==> config.mk <==
export PLATFORM = sky130hd
export DESIGN_NAME = ray_ground_point_classifier_top
export DESIGN_NICKNAME = d
export VERILOG_FILES = /design/src/design/rgpc_pkg.sv /design/src/design/rgpc_cfg_regs.sv /design/src/design/rgpc_classify.sv /design/src/design/ray_ground_point_classifier_top.sv
export SDC_FILE = /design/constraint.sdc
export NUM_CORES = 2
export LEC_CHECK = 0
export ABC_CLOCK_PERIOD_IN_PS = 32100
export BUFFER_PORTS_ARGS = -buffer_cell sky130_fd_sc_hd__buf_2
export CELL_PAD_IN_SITES_DETAIL_PLACEMENT = 2
export CELL_PAD_IN_SITES_GLOBAL_PLACEMENT = 2
export CORE_UTILIZATION = 35
export CTS_BUF_LIST = sky130_fd_sc_hd__clkbuf_2
export CTS_CLUSTER_DIAMETER = 30
export DETAILED_ROUTE_END_ITERATION = 7
export PLACE_DENSITY = 0.74
export RECOVER_POWER = 25
export SYNTH_ARGS = -nofsm -noshare
export SYNTH_HDL_FRONTEND = slang
export SYNTH_HIERARCHICAL = 1
export SYNTH_SLANG_ARGS = --single-unit
export TNS_END_PERCENT = 30
==> constraint.sdc <==
create_clock -name aclk -period 32.1 [get_ports aclk]
set_input_delay 3.21 -clock aclk [delete_from_list [all_inputs] [get_ports aclk]]
set_output_delay 3.21 -clock aclk [all_outputs]
set_load 0.005 [all_outputs]
==> src/design/rgpc_pkg.sv <==
`default_nettype none

package rgpc_pkg;

    // Field widths of the input and result items.
    localparam int RADIUS_W = 16;
    localparam int HEIGHT_W = 16;
    localparam int TAG_W    = 16;

    // Configuration register widths.
    localparam int SENSOR_H_W = 12;
    localparam int TAN_W      = 16;
    localparam int MIN_H_W    = 12;
    localparam int CFG_DATA_W = 16;
    localparam int CFG_IDX_W  = 3;

    // Stream payload widths.
    localparam int S_TDATA_W = 48;
    localparam int M_TDATA_W = 16;

    // Stored previous height covers both a point height and the floor height.
    localparam int LAST_H_W = HEIGHT_W + 1;

    // Configuration register indexes.
    localparam logic [CFG_IDX_W-1:0] CFG_SENSOR_HEIGHT = 3'd0;
    localparam logic [CFG_IDX_W-1:0] CFG_TAN_LOCAL     = 3'd1;
    localparam logic [CFG_IDX_W-1:0] CFG_TAN_GENERAL   = 3'd2;
    localparam logic [CFG_IDX_W-1:0] CFG_NEAR_RING     = 3'd3;
    localparam logic [CFG_IDX_W-1:0] CFG_MIN_LOCAL_H   = 3'd4;

    // Register values after reset.
    localparam logic [SENSOR_H_W-1:0] RST_SENSOR_HEIGHT = 12'd370;
    localparam logic [TAN_W-1:0]      RST_TAN_LOCAL     = 16'd5734;
    localparam logic [TAN_W-1:0]      RST_TAN_GENERAL   = 16'd3435;
    localparam logic [RADIUS_W-1:0]   RST_NEAR_RING     = 16'd100;
    localparam logic [MIN_H_W-1:0]    RST_MIN_LOCAL_H   = 12'd50;

    typedef struct packed {
        logic [SENSOR_H_W-1:0] sensor_height_mm;
        logic [TAN_W-1:0]      tan_local_slope;
        logic [TAN_W-1:0]      tan_general_slope;
        logic [RADIUS_W-1:0]   near_ring_mm;
        logic [MIN_H_W-1:0]    min_local_height_mm;
    } cfg_t;

    typedef struct packed {
        logic [RADIUS_W-1:0] radius_mm;
        logic [HEIGHT_W-1:0] height_mm;
        logic                ray_start;
        logic [TAG_W-1:0]    point_tag;
    } item_t;

    // Previous point of the current ray.
    typedef struct packed {
        logic [RADIUS_W-1:0] last_radius;
        logic [LAST_H_W-1:0] last_height;
        logic                last_was_ground;
    } ray_state_t;

endpackage

`default_nettype wire

==> src/design/rgpc_cfg_regs.sv <==
`default_nettype none

module rgpc_cfg_regs (
    input  wire logic                           aclk,
    input  wire logic                           aresetn,
    input  wire logic                           cfg_wr_en,
    input  wire logic [rgpc_pkg::CFG_IDX_W-1:0]  cfg_wr_index,
    input  wire logic [rgpc_pkg::CFG_DATA_W-1:0] cfg_wr_data,
    output rgpc_pkg::cfg_t                      cfg
);
    import rgpc_pkg::*;

    cfg_t cfg_reg;
    cfg_t cfg_next;

    // Decode the write; each value is cut to its register's width.
    always_comb begin
        cfg_next = cfg_reg;
        if (cfg_wr_en) begin
            case (cfg_wr_index)
                CFG_SENSOR_HEIGHT: cfg_next.sensor_height_mm    = cfg_wr_data[SENSOR_H_W-1:0];
                CFG_TAN_LOCAL:     cfg_next.tan_local_slope     = cfg_wr_data[TAN_W-1:0];
                CFG_TAN_GENERAL:   cfg_next.tan_general_slope   = cfg_wr_data[TAN_W-1:0];
                CFG_NEAR_RING:     cfg_next.near_ring_mm        = cfg_wr_data[RADIUS_W-1:0];
                CFG_MIN_LOCAL_H:   cfg_next.min_local_height_mm = cfg_wr_data[MIN_H_W-1:0];
                default:           cfg_next = cfg_reg;
            endcase
        end
    end

    always_ff @(posedge aclk) begin
        if (!aresetn) begin
            cfg_reg.sensor_height_mm    <= RST_SENSOR_HEIGHT;
            cfg_reg.tan_local_slope     <= RST_TAN_LOCAL;
            cfg_reg.tan_general_slope   <= RST_TAN_GENERAL;
            cfg_reg.near_ring_mm        <= RST_NEAR_RING;
            cfg_reg.min_local_height_mm <= RST_MIN_LOCAL_H;
        end else begin
            cfg_reg <= cfg_next;
        end
    end

    assign cfg = cfg_reg;

endmodule

`default_nettype wire

==> src/design/rgpc_classify.sv <==
`default_nettype none

module rgpc_classify (
    input  rgpc_pkg::item_t      item,
    input  rgpc_pkg::cfg_t       cfg,
    input  rgpc_pkg::ray_state_t state_in,
    output rgpc_pkg::ray_state_t state_out,
    output logic                 is_ground
);
    import rgpc_pkg::*;

    ray_state_t          prev;
    logic signed [16:0]  diff_r;
    logic signed [33:0]  local_prod;
    logic signed [33:0]  min_thr;
    logic signed [33:0]  local_thr;
    logic                far_point;
    logic signed [17:0]  dh;
    logic [16:0]         abs_dh;
    logic signed [17:0]  dg;
    logic [16:0]         abs_dg;
    logic [31:0]         general_thr;
    logic                level;
    logic                in_general;
    logic                ground;

    // A new ray starts from the floor directly under the sensor.
    always_comb begin
        prev = state_in;
        if (item.ray_start) begin
            prev.last_radius     = '0;
            prev.last_height     = 17'(-$signed({5'b0, cfg.sensor_height_mm}));
            prev.last_was_ground = 1'b0;
        end
    end

    // Local band half-width: tangent times the radius step, with a floor far out.
    assign diff_r     = $signed({1'b0, item.radius_mm}) - $signed({1'b0, prev.last_radius});
    assign local_prod = $signed({1'b0, cfg.tan_local_slope}) * diff_r;
    assign min_thr    = $signed({6'b0, cfg.min_local_height_mm, 16'b0});
    assign far_point  = item.radius_mm > cfg.near_ring_mm;
    assign local_thr  = (far_point && (local_prod < min_thr)) ? min_thr : local_prod;

    // General band half-width grows with distance from the sensor.
    assign general_thr = cfg.tan_general_slope * item.radius_mm;

    // Height offsets against the previous point and against the floor.
    assign dh     = $signed({item.height_mm[HEIGHT_W-1], item.height_mm[HEIGHT_W-1],
                             item.height_mm})
                  - $signed({prev.last_height[LAST_H_W-1], prev.last_height});
    assign abs_dh = dh[17] ? 17'(-dh) : dh[16:0];
    assign dg     = $signed({item.height_mm[HEIGHT_W-1], item.height_mm[HEIGHT_W-1],
                             item.height_mm})
                  + $signed({6'b0, cfg.sensor_height_mm});
    assign abs_dg = dg[17] ? 17'(-dg) : dg[16:0];

    // Both comparisons are made with the offset scaled to the Q.16 band.
    assign level      = $signed({1'b0, abs_dh, 16'b0}) <= local_thr;
    assign in_general = {abs_dg, 16'b0} <= {1'b0, general_thr};
    assign ground     = level && (prev.last_was_ground || in_general);

    assign is_ground                 = ground;
    assign state_out.last_radius     = item.radius_mm;
    assign state_out.last_height     = {item.height_mm[HEIGHT_W-1], item.height_mm};
    assign state_out.last_was_ground = ground;

endmodule

`default_nettype wire

==> src/design/ray_ground_point_classifier_top.sv <==
`default_nettype none

// Classifies lidar points as ground or not, one item per clock cycle sustained
// while m_tready stays high. Points of each ray must arrive sorted by radius,
// with s_tuser set on the first point of a ray. An accepted item is held in the
// input item register and then the result register, which carries its tag
// in m_tdata and the ground flag in m_tuser. The rate is set by the one-point
// feedback loop: the previous point's radius, height and ground flag feed a
// subtract, one 16 x 17 bit multiply and a compare combinationally, back into
// the state register. Configuration writes take effect on the next item and
// belong in idle time, when no item is in flight.
module ray_ground_point_classifier_top (
    input  wire logic                            aclk,
    input  wire logic                            aresetn,
    // Configuration write port.
    input  wire logic                            cfg_wr_en,
    input  wire logic [rgpc_pkg::CFG_IDX_W-1:0]  cfg_wr_index,
    input  wire logic [rgpc_pkg::CFG_DATA_W-1:0] cfg_wr_data,
    // Input stream.
    input  wire logic                            s_tvalid,
    output logic                                 s_tready,
    // Fields from bit 0: radius_mm[15:0], height_mm[31:16], point_tag[47:32].
    input  wire logic [rgpc_pkg::S_TDATA_W-1:0]  s_tdata,
    // Fields from bit 0: ray_start.
    input  wire logic                            s_tuser,
    // Result stream.
    output logic                                 m_tvalid,
    input  wire logic                            m_tready,
    // Fields from bit 0: tag_out[15:0].
    output logic [rgpc_pkg::M_TDATA_W-1:0]       m_tdata,
    // Fields from bit 0: is_ground.
    output logic                                 m_tuser
);
    import rgpc_pkg::*;

    cfg_t       cfg;
    item_t      in_item_reg;
    logic       in_valid_reg;
    logic       in_valid_next;
    ray_state_t state_reg;
    ray_state_t state_next;
    logic       ground;
    logic       out_valid_reg;
    logic       out_valid_next;
    logic       out_ground_reg;
    logic [TAG_W-1:0] out_tag_reg;
    logic       s_accept;
    logic       advance;

    rgpc_cfg_regs u_cfg_regs (
        .aclk         (aclk),
        .aresetn      (aresetn),
        .cfg_wr_en    (cfg_wr_en),
        .cfg_wr_index (cfg_wr_index),
        .cfg_wr_data  (cfg_wr_data),
        .cfg          (cfg)
    );

    rgpc_classify u_classify (
        .item      (in_item_reg),
        .cfg       (cfg),
        .state_in  (state_reg),
        .state_out (state_next),
        .is_ground (ground)
    );

    // The held item moves on whenever the result register is free or drains.
    assign advance   = in_valid_reg && (!out_valid_reg || m_tready);
    assign s_tready  = !in_valid_reg || advance;
    assign s_accept  = s_tvalid && s_tready;

    always_comb begin
        in_valid_next = in_valid_reg;
        if (s_accept) begin
            in_valid_next = 1'b1;
        end else if (advance) begin
            in_valid_next = 1'b0;
        end
        out_valid_next = out_valid_reg;
        if (advance) begin
            out_valid_next = 1'b1;
        end else if (m_tready) begin
            out_valid_next = 1'b0;
        end
    end

    // Control state and the previous point of the ray.
    always_ff @(posedge aclk) begin
        if (!aresetn) begin
            in_valid_reg  <= 1'b0;
            out_valid_reg <= 1'b0;
            state_reg     <= '0;
        end else begin
            in_valid_reg  <= in_valid_next;
            out_valid_reg <= out_valid_next;
            if (advance) begin
                state_reg <= state_next;
            end
        end
    end

    // Payload registers.
    always_ff @(posedge aclk) begin
        if (s_accept) begin
            in_item_reg.radius_mm <= s_tdata[15:0];
            in_item_reg.height_mm <= s_tdata[31:16];
            in_item_reg.point_tag <= s_tdata[47:32];
            in_item_reg.ray_start <= s_tuser;
        end
        if (advance) begin
            out_ground_reg <= ground;
            out_tag_reg    <= in_item_reg.point_tag;
        end
    end

    assign m_tvalid = out_valid_reg;
    assign m_tdata  = out_tag_reg;
    assign m_tuser  = out_ground_reg;

endmodule

`default_nettype wire

== Word-level counts from Yosys, hierarchy flattened ==
Cells that the tools add are included.

* Bits in registers: 173
* Bits in latches: 0
* RAM bits: 0
* Memory bits (read-only): 0
* Bits of input ports: 73
* Output and inout bits: 19
* Memories kept: 0

* Add/sub/neg operators: 6
* Multipliers: 2
* Divide/modulo/power cells: 0
* Order comparisons: 4
* Equality and inequality tests: 4
* Shift operators: 0
* Muxes and demuxes: 8
* Bitwise operators: 0
* Reductions and logical operators: 17

{| class="wikitable"
|+ Operators by type and width
! cell !! number
|-
| $mux 34 || 2
|-
| $le 34x34->1 || 1
|-
| $lt 34x29->1 || 1
|-
| $mul 17x17->34 || 1
|-
| $mux 17 || 2
|-
| $neg 17->17 || 2
|-
| $le 33x32->1 || 1
|-
| $mul 16x16->32 || 1
|-
| $sub 16x17->18 || 1
|-
| $add 16x13->17 || 1
|-
| $neg 12->17 || 1
|-
| $sub 16x16->17 || 1
|-
| $gt 16x16->1 || 1
|-
| $reduce_and 2->1 || 5
|-
| $eq 3x2->1 const B || 2
|-
| $logic_and 1x1->1 || 4
|-
| $mux 1 || 4
|-
| $reduce_bool 2->1 || 2
|-
| $eq 3x1->1 const B || 1
|-
| $eq 3x3->1 const B || 1
|-
| $logic_not 3->1 || 1
|-
| $logic_or 1x1->1 || 3
|-
| $logic_not 1->1 || 2
|}

== Depth between registers and ports, before layout ==
* Depth in word-level cells: 9
* Gate-level depth with buffers: 57

== Cells and area by module ==
The synthesis kept the hierarchy.

{| class="wikitable"
|+ Modules (own cells, without submodules)
! module !! times used !! cells each !! area each (sq um)
|-
| rgpc_classify || 1 || 2784 || 23196.0
|-
| ray_ground_point_classifier_top || 1 || 223 || 3425.8
|-
| rgpc_cfg_regs || 1 || 270 || 2798.9
|}

== Worst setup path after synthesis ==
Ideal clock, no wire load.

* Path type: register -> register
* From: register in_item_reg[33] in the netlist's numbering
* To: register state_reg[0] in the netlist's numbering
* Library setup time: 0.072 ns
* Arrival: 11.439 ns
* Required time: 32.028 ns
* Setup slack: 20.589 ns
* Stages on the path, launching flop included: 55
* Cell sequence: edfxtp_1 > clkbuf_1 > inv_1 > ha_1 > fa_1 > nand3b_1 > a21oi_1 > o21a_1 > o21ai_0 > nand2b_1 > a221o_1 > a21oi_1 > xnor2_1 > clkbuf_1 > nand2_1 > fa_1 > inv_1 > fa_1 > (+19 left out) > o211ai_1 > nor4_2 > a32oi_2 > buf_6 > mux2i_1 > ha_1 > a21o_1 > a21o_1 > a21o_1 > a21oi_1 > o21ai_0 > a211oi_1 > nor2_1 > a21o_1 > a21oi_1 > buf_4 > nand2_1 > mux2i_1

* Word-level cells in the longest chain between the ends: 7

{| class="wikitable"
|+ Ends and longest elaborated chain
! what !! line !! text
|-
| start: declaration || ray_ground_point_classifier_top.sv:37 || <nowiki>item_t in_item_reg;</nowiki>
|-
| $sub 16x16->17 || rgpc_classify.sv:38 || <nowiki>assign diff_r = $signed({1'b0, item.radius_mm}) - $signed({1'b0, prev.last_radius});</nowiki>
|-
| $mul 17x17->34 || rgpc_classify.sv:39 || <nowiki>assign local_prod = $signed({1'b0, cfg.tan_local_slope}) * diff_r;</nowiki>
|-
| $lt 34x29->1 || rgpc_classify.sv:42 || <nowiki>assign local_thr = (far_point && (local_prod < min_thr)) ? min_thr : local_prod;</nowiki>
|-
| $logic_and 1x1->1 || rgpc_classify.sv:42 ||
|-
| $mux 34 || rgpc_classify.sv:42 ||
|-
| $le 34x34->1 || rgpc_classify.sv:58 || <nowiki>assign level = $signed({1'b0, abs_dh, 16'b0}) <= local_thr;</nowiki>
|-
| $logic_and 1x1->1 * || rgpc_classify.sv:60 || <nowiki>assign ground = level && (prev.last_was_ground || in_general);</nowiki>
|-
| named net ground || ray_ground_point_classifier_top.sv:42 || <nowiki>logic ground;</nowiki>
|-
| end signal: assignment || ray_ground_point_classifier_top.sv:97 || <nowiki>state_reg <= state_next;</nowiki>
|-
| end: declaration || ray_ground_point_classifier_top.sv:40 || <nowiki>ray_state_t state_reg;</nowiki>
|}

Mark *: on every way through the listed nets, which the timed path passes. The rest lies on a longest branch.
A chain may end at the register's enable or synchronous reset.

== Worst setup path after layout ==
* From: register in_item_reg[16] in the netlist's numbering
* To: register state_reg[0] in the netlist's numbering

* Word-level cells in the longest chain between the ends: 8

{| class="wikitable"
|+ Ends and longest elaborated chain
! what !! line !! text
|-
| $mux 34 * || rgpc_classify.sv:30 || <nowiki>if (item.ray_start) begin</nowiki>
|-
| $sub 16x16->17 || rgpc_classify.sv:38 ||
|-
| $mul 17x17->34 || rgpc_classify.sv:39 ||
|-
| $lt 34x29->1 || rgpc_classify.sv:42 ||
|-
| $logic_and 1x1->1 || rgpc_classify.sv:42 ||
|-
| $mux 34 || rgpc_classify.sv:42 ||
|-
| $le 34x34->1 || rgpc_classify.sv:58 ||
|-
| $logic_and 1x1->1 * || rgpc_classify.sv:60 ||
|-
| named net ground || ray_ground_point_classifier_top.sv:42 ||
|}

Marked as above.

==> impl_metrics.env <==
export IMPL_run_status="finished clean"
export IMPL_min_delay_path_class="register to register"
export IMPL_gr_total_overflow=0
export IMPL_netlist_area_leader_share_pct=27.6
export IMPL_clk_root_buffer_cell="sky130_fd_sc_hd__clkbuf_2"
export IMPL_top_level_ports=92
export IMPL_critical_path_reg2reg_startpoint="in_item_reg[16]$_DFFE_PP_"
export IMPL_slew_headroom_pct=23.2
export IMPL_largest_reg_flops=72
export IMPL_report_final_setup_viol=0
export IMPL_synth_seq_area_share_pct=14.1
export IMPL_die_w_um=292
export IMPL_globalRouteTotalUtil_pct=23.0
export IMPL_cts_hold_fix_buffers=0
export IMPL_cts_clk_slew_worst_paths_ns=0.30
export IMPL_synth_cell_types=85
export IMPL_cap_violations=0
export IMPL_post_route_min_period_ns=13.02
export IMPL_worst_r2r_path_depth=49
export IMPL_synth_area_top_cells="sky130_fd_sc_hd__fa_1, sky130_fd_sc_hd__ha_1, sky130_fd_sc_hd__dfxtp_1"
export IMPL_clkLatencyLatePin_ns=1.03
export IMPL_max_clock_path_buffers=2
export IMPL_tritoncts="built"
export IMPL_post_synth_instance_area_sq_um=29400
export IMPL_report_final_hold_viol_count=0
export IMPL_hold_path_depth=0
export IMPL_cts_inserted_buffers=17
export IMPL_timing_setup_critical_path_class="register to register"
export IMPL_fp_dieArea_sq_um=85200
export IMPL_mappedNetlistNets=4100
export IMPL_first_pass_grt_wire_length_mm=151
export IMPL_number_of_flip_flops_and_latches_in_the_synthesized_netlist=174
export IMPL_synthesis_area_per_instance_sq_um=8.98
export IMPL_synth_enable_flop_cells=66
export IMPL_synth_warnings=6
export IMPL_core_occupancy_in_the_finished_layout_pct=37.6
export IMPL_dp_hpwl_mm=76.7
export IMPL_whs_endpoint="m_tdata[0]$_DFFE_PP_"
export IMPL_fillerInstances=9194
export IMPL_placement_io_buffers=91
export IMPL_vias=22754
export IMPL_antenna_left=0
export IMPL_critPathArrivalTime_ns=13.99
export IMPL_setup_worst_path_end_class="register"
export IMPL_post_cts_buffers=0
export IMPL_via_per_inst=5.20
export IMPL_post_place_cells=4337
export IMPL_routed_wirelength_mm=94.7
export IMPL_critical_path_max_stage_delay_ns=0.54
export IMPL_grt_start_max_net_pins=80
export IMPL_ff2ff_setup_slack_ns=19.08
export IMPL_setup_ws_ns=19.08
export IMPL_layout_nets=4109
export IMPL_share_of_final_layout_standard_cells_stronger_than_drive_strength_1_pct=6.21
export IMPL_htree_num_levels=4
export IMPL_initialDrtViolationCount=871
export IMPL_grt_pass1_vias=26322
export IMPL_gp_congestion=0.811
export IMPL_cts_sink_count=174
export IMPL_fp_coreArea_sq_um=82600
export IMPL_antenna_found_initial=10
export IMPL_number_of_gates_given_a_new_drive_strength_after_cts=0
export IMPL_crit_slowest_cell="sky130_fd_sc_hd__fa_1"
export IMPL_timing_fmax_ghz=0.0768
export IMPL_worstReg2RegEnd="state_reg[0]$_SDFFE_PN0P_"
export IMPL_average_detailed_routed_wire_length_per_instance_um=21.6
export IMPL_finClkSkew_ns=0.0694
export IMPL_cp_data_required_time_ns=33.07
export IMPL_synth_async_reset_ratio_pct=0
export IMPL_initial_utilization_pct=35.6
export IMPL_worst_slew_pin_slew_ns=1.15
export IMPL_timing_final_max_slew_violations=0
export IMPL_die_height_um=292
export IMPL_synth_main_ff_cell="sky130_fd_sc_hd__dfxtp_1"
export IMPL_worstPathMaxFanout=36
export IMPL_path_common_cell="sky130_fd_sc_hd__fa_1"
export IMPL_post_synth_inst_count=3277
export IMPL_post_synth_top_area_cell="sky130_fd_sc_hd__fa_1"
export IMPL_drt_pre_antenna_iters=5
export IMPL_setup_worst_path_start_class="register"
export IMPL_std_cell_rows=105
export IMPL_rsz0062_at_grt="false"
export IMPL_fin_tns_setup_ns=0
export IMPL_min_period_over_period_pct=40.6
export IMPL_remaining_drc_errors=0
export IMPL_dp_slack_ns=19.14
export IMPL_final_instance_count_excl_fill=4373
export IMPL_worst_hold_startpoint="in_item_reg[0]$_DFFE_PP_"
export IMPL_areaGrowthSynthToFinish_pct=5.66
==> synth_stat cells, types with 70 or more instances <==
library cell and n:
sky130_fd_sc_hd__nand2_1 493, sky130_fd_sc_hd__a21oi_1 92, sky130_fd_sc_hd__nor2_1 70, sky130_fd_sc_hd__ha_1 344, sky130_fd_sc_hd__inv_1 542, sky130_fd_sc_hd__xnor2_1 72
sky130_fd_sc_hd__clkbuf_1 94, sky130_fd_sc_hd__and2_1 197, sky130_fd_sc_hd__nor2b_1 81, sky130_fd_sc_hd__fa_1 406, sky130_fd_sc_hd__dfxtp_1 108, sky130_fd_sc_hd__mux2i_1 134
==> worst max-delay path by stage <==
stage	start	endpoint	cells after the start
after detailed placement	in_item_reg[34]$_DFFE_PP_	state_reg[0]$_SDFFE_PN0P_	47
after CTS	in_item_reg[34]$_DFFE_PP_	state_reg[0]$_SDFFE_PN0P_	47
after global placement	in_item_reg[16]$_DFFE_PP_	state_reg[0]$_SDFFE_PN0P_	49
final	in_item_reg[16]$_DFFE_PP_	state_reg[0]$_SDFFE_PN0P_	49
after floorplan	in_item_reg[33]$_DFFE_PP_	state_reg[0]$_SDFFE_PN0P_	54
after global routing	in_item_reg[16]$_DFFE_PP_	state_reg[0]$_SDFFE_PN0P_	49
==> cell families after synthesis <==
kind of cell	share of synthesized area, %
and+or+nand+nor	17.4
DFF	14.1
muxes	4.71
xor gates and xnor gates	3.48
buffers and inverters	9.43
adders and majority gates	42.3
AOI/OAI and AO/OA	8.66
==> metrics by stage <==
stage,area [sq um],hold WS (ns)
after CTS,31100,0.429
final,31100,0.426
after global routing,31100,0.423
after detailed placement,30900,0.407
after floorplan,29400,0.400
after global placement,30900,0.401
==> layer usage <==
| layer | share of wire, % | vias to the layer above | global-route usage (%) |
|---|---|---|---|
| met5 | 0.11 | - | 0 |
| met4 | 1.9 | 14 | 5.17 |
| met3 | 3.4 | 96 | 3.07 |
| met2 | 49 | 312 | 39.9 |
| met1 | 46 | 11797 | 30.2 |
| li1 | - | 10535 | - |
==> final cells by class <==
class | count | area [sq um] | area share (%)
diodes | 4 | 10.0 | 0.0322
clock buffers | 17 | 85.1 | 0.274
clock inverters | 15 | 129 | 0.415
inverters | 542 | 2030 | 6.54
multi-input cells | 2414 | 22600 | 72.5
flip-flops and latches | 174 | 4140 | 13.3
well taps | 1070 | 1340 | 4.31
repair buffers | 137 | 795 | 2.56
==> critical path, delay by kind of cell (launching register included) <==
kind / cells / cell delay, ns
AO/OA/AOI/OAI: 24 / 5.03
XOR/XNOR: 1 / 0.19
multiplexers: 3 / 0.61
adder cells (fa/ha/maj): 10 / 4.04
AND/OR/NAND/NOR: 8 / 2.10
flip-flops: 1 / 0.41
buffers and inverters: 3 / 0.54
==> layout by cell type, fill, tap and decap left out, types with 13 or more instances in the layout <==
| cell type | Yosys | final |
|---|---|---|
| sky130_fd_sc_hd__nand4_1 | 20 | 20 |
| sky130_fd_sc_hd__nor3_1 | 28 | 28 |
| sky130_fd_sc_hd__a21oi_1 | 92 | 92 |
| sky130_fd_sc_hd__mux2i_1 | 134 | 134 |
| sky130_fd_sc_hd__a31oi_1 | 16 | 16 |
| sky130_fd_sc_hd__nand3_1 | 25 | 25 |
| sky130_fd_sc_hd__o21a_1 | 23 | 23 |
| sky130_fd_sc_hd__xnor2_1 | 72 | 72 |
| sky130_fd_sc_hd__buf_2 | 10 | 83 |
| sky130_fd_sc_hd__and2_1 | 197 | 196 |
| sky130_fd_sc_hd__edfxtp_1 | 66 | 66 |
| sky130_fd_sc_hd__nand2b_1 | 26 | 26 |
| sky130_fd_sc_hd__nor2b_1 | 81 | 81 |
| sky130_fd_sc_hd__nand2_1 | 493 | 493 |
| sky130_fd_sc_hd__fa_1 | 406 | 406 |
| sky130_fd_sc_hd__inv_1 | 542 | 543 |
| sky130_fd_sc_hd__ha_1 | 344 | 344 |
| sky130_fd_sc_hd__a21o_1 | 53 | 53 |
| sky130_fd_sc_hd__clkbuf_2 | 0 | 17 |
| sky130_fd_sc_hd__nor2_1 | 70 | 70 |
| sky130_fd_sc_hd__buf_4 | 35 | 47 |
| sky130_fd_sc_hd__xor2_1 | 45 | 42 |
| sky130_fd_sc_hd__dfxtp_1 | 108 | 108 |
| sky130_fd_sc_hd__or2_2 | 13 | 13 |
| sky130_fd_sc_hd__and3_1 | 16 | 16 |
| sky130_fd_sc_hd__o21ai_0 | 60 | 60 |
Power is left out: the tool's default activity adds up to more than one toggle a clock period on the data nets, which glitch-free logic cannot reach.
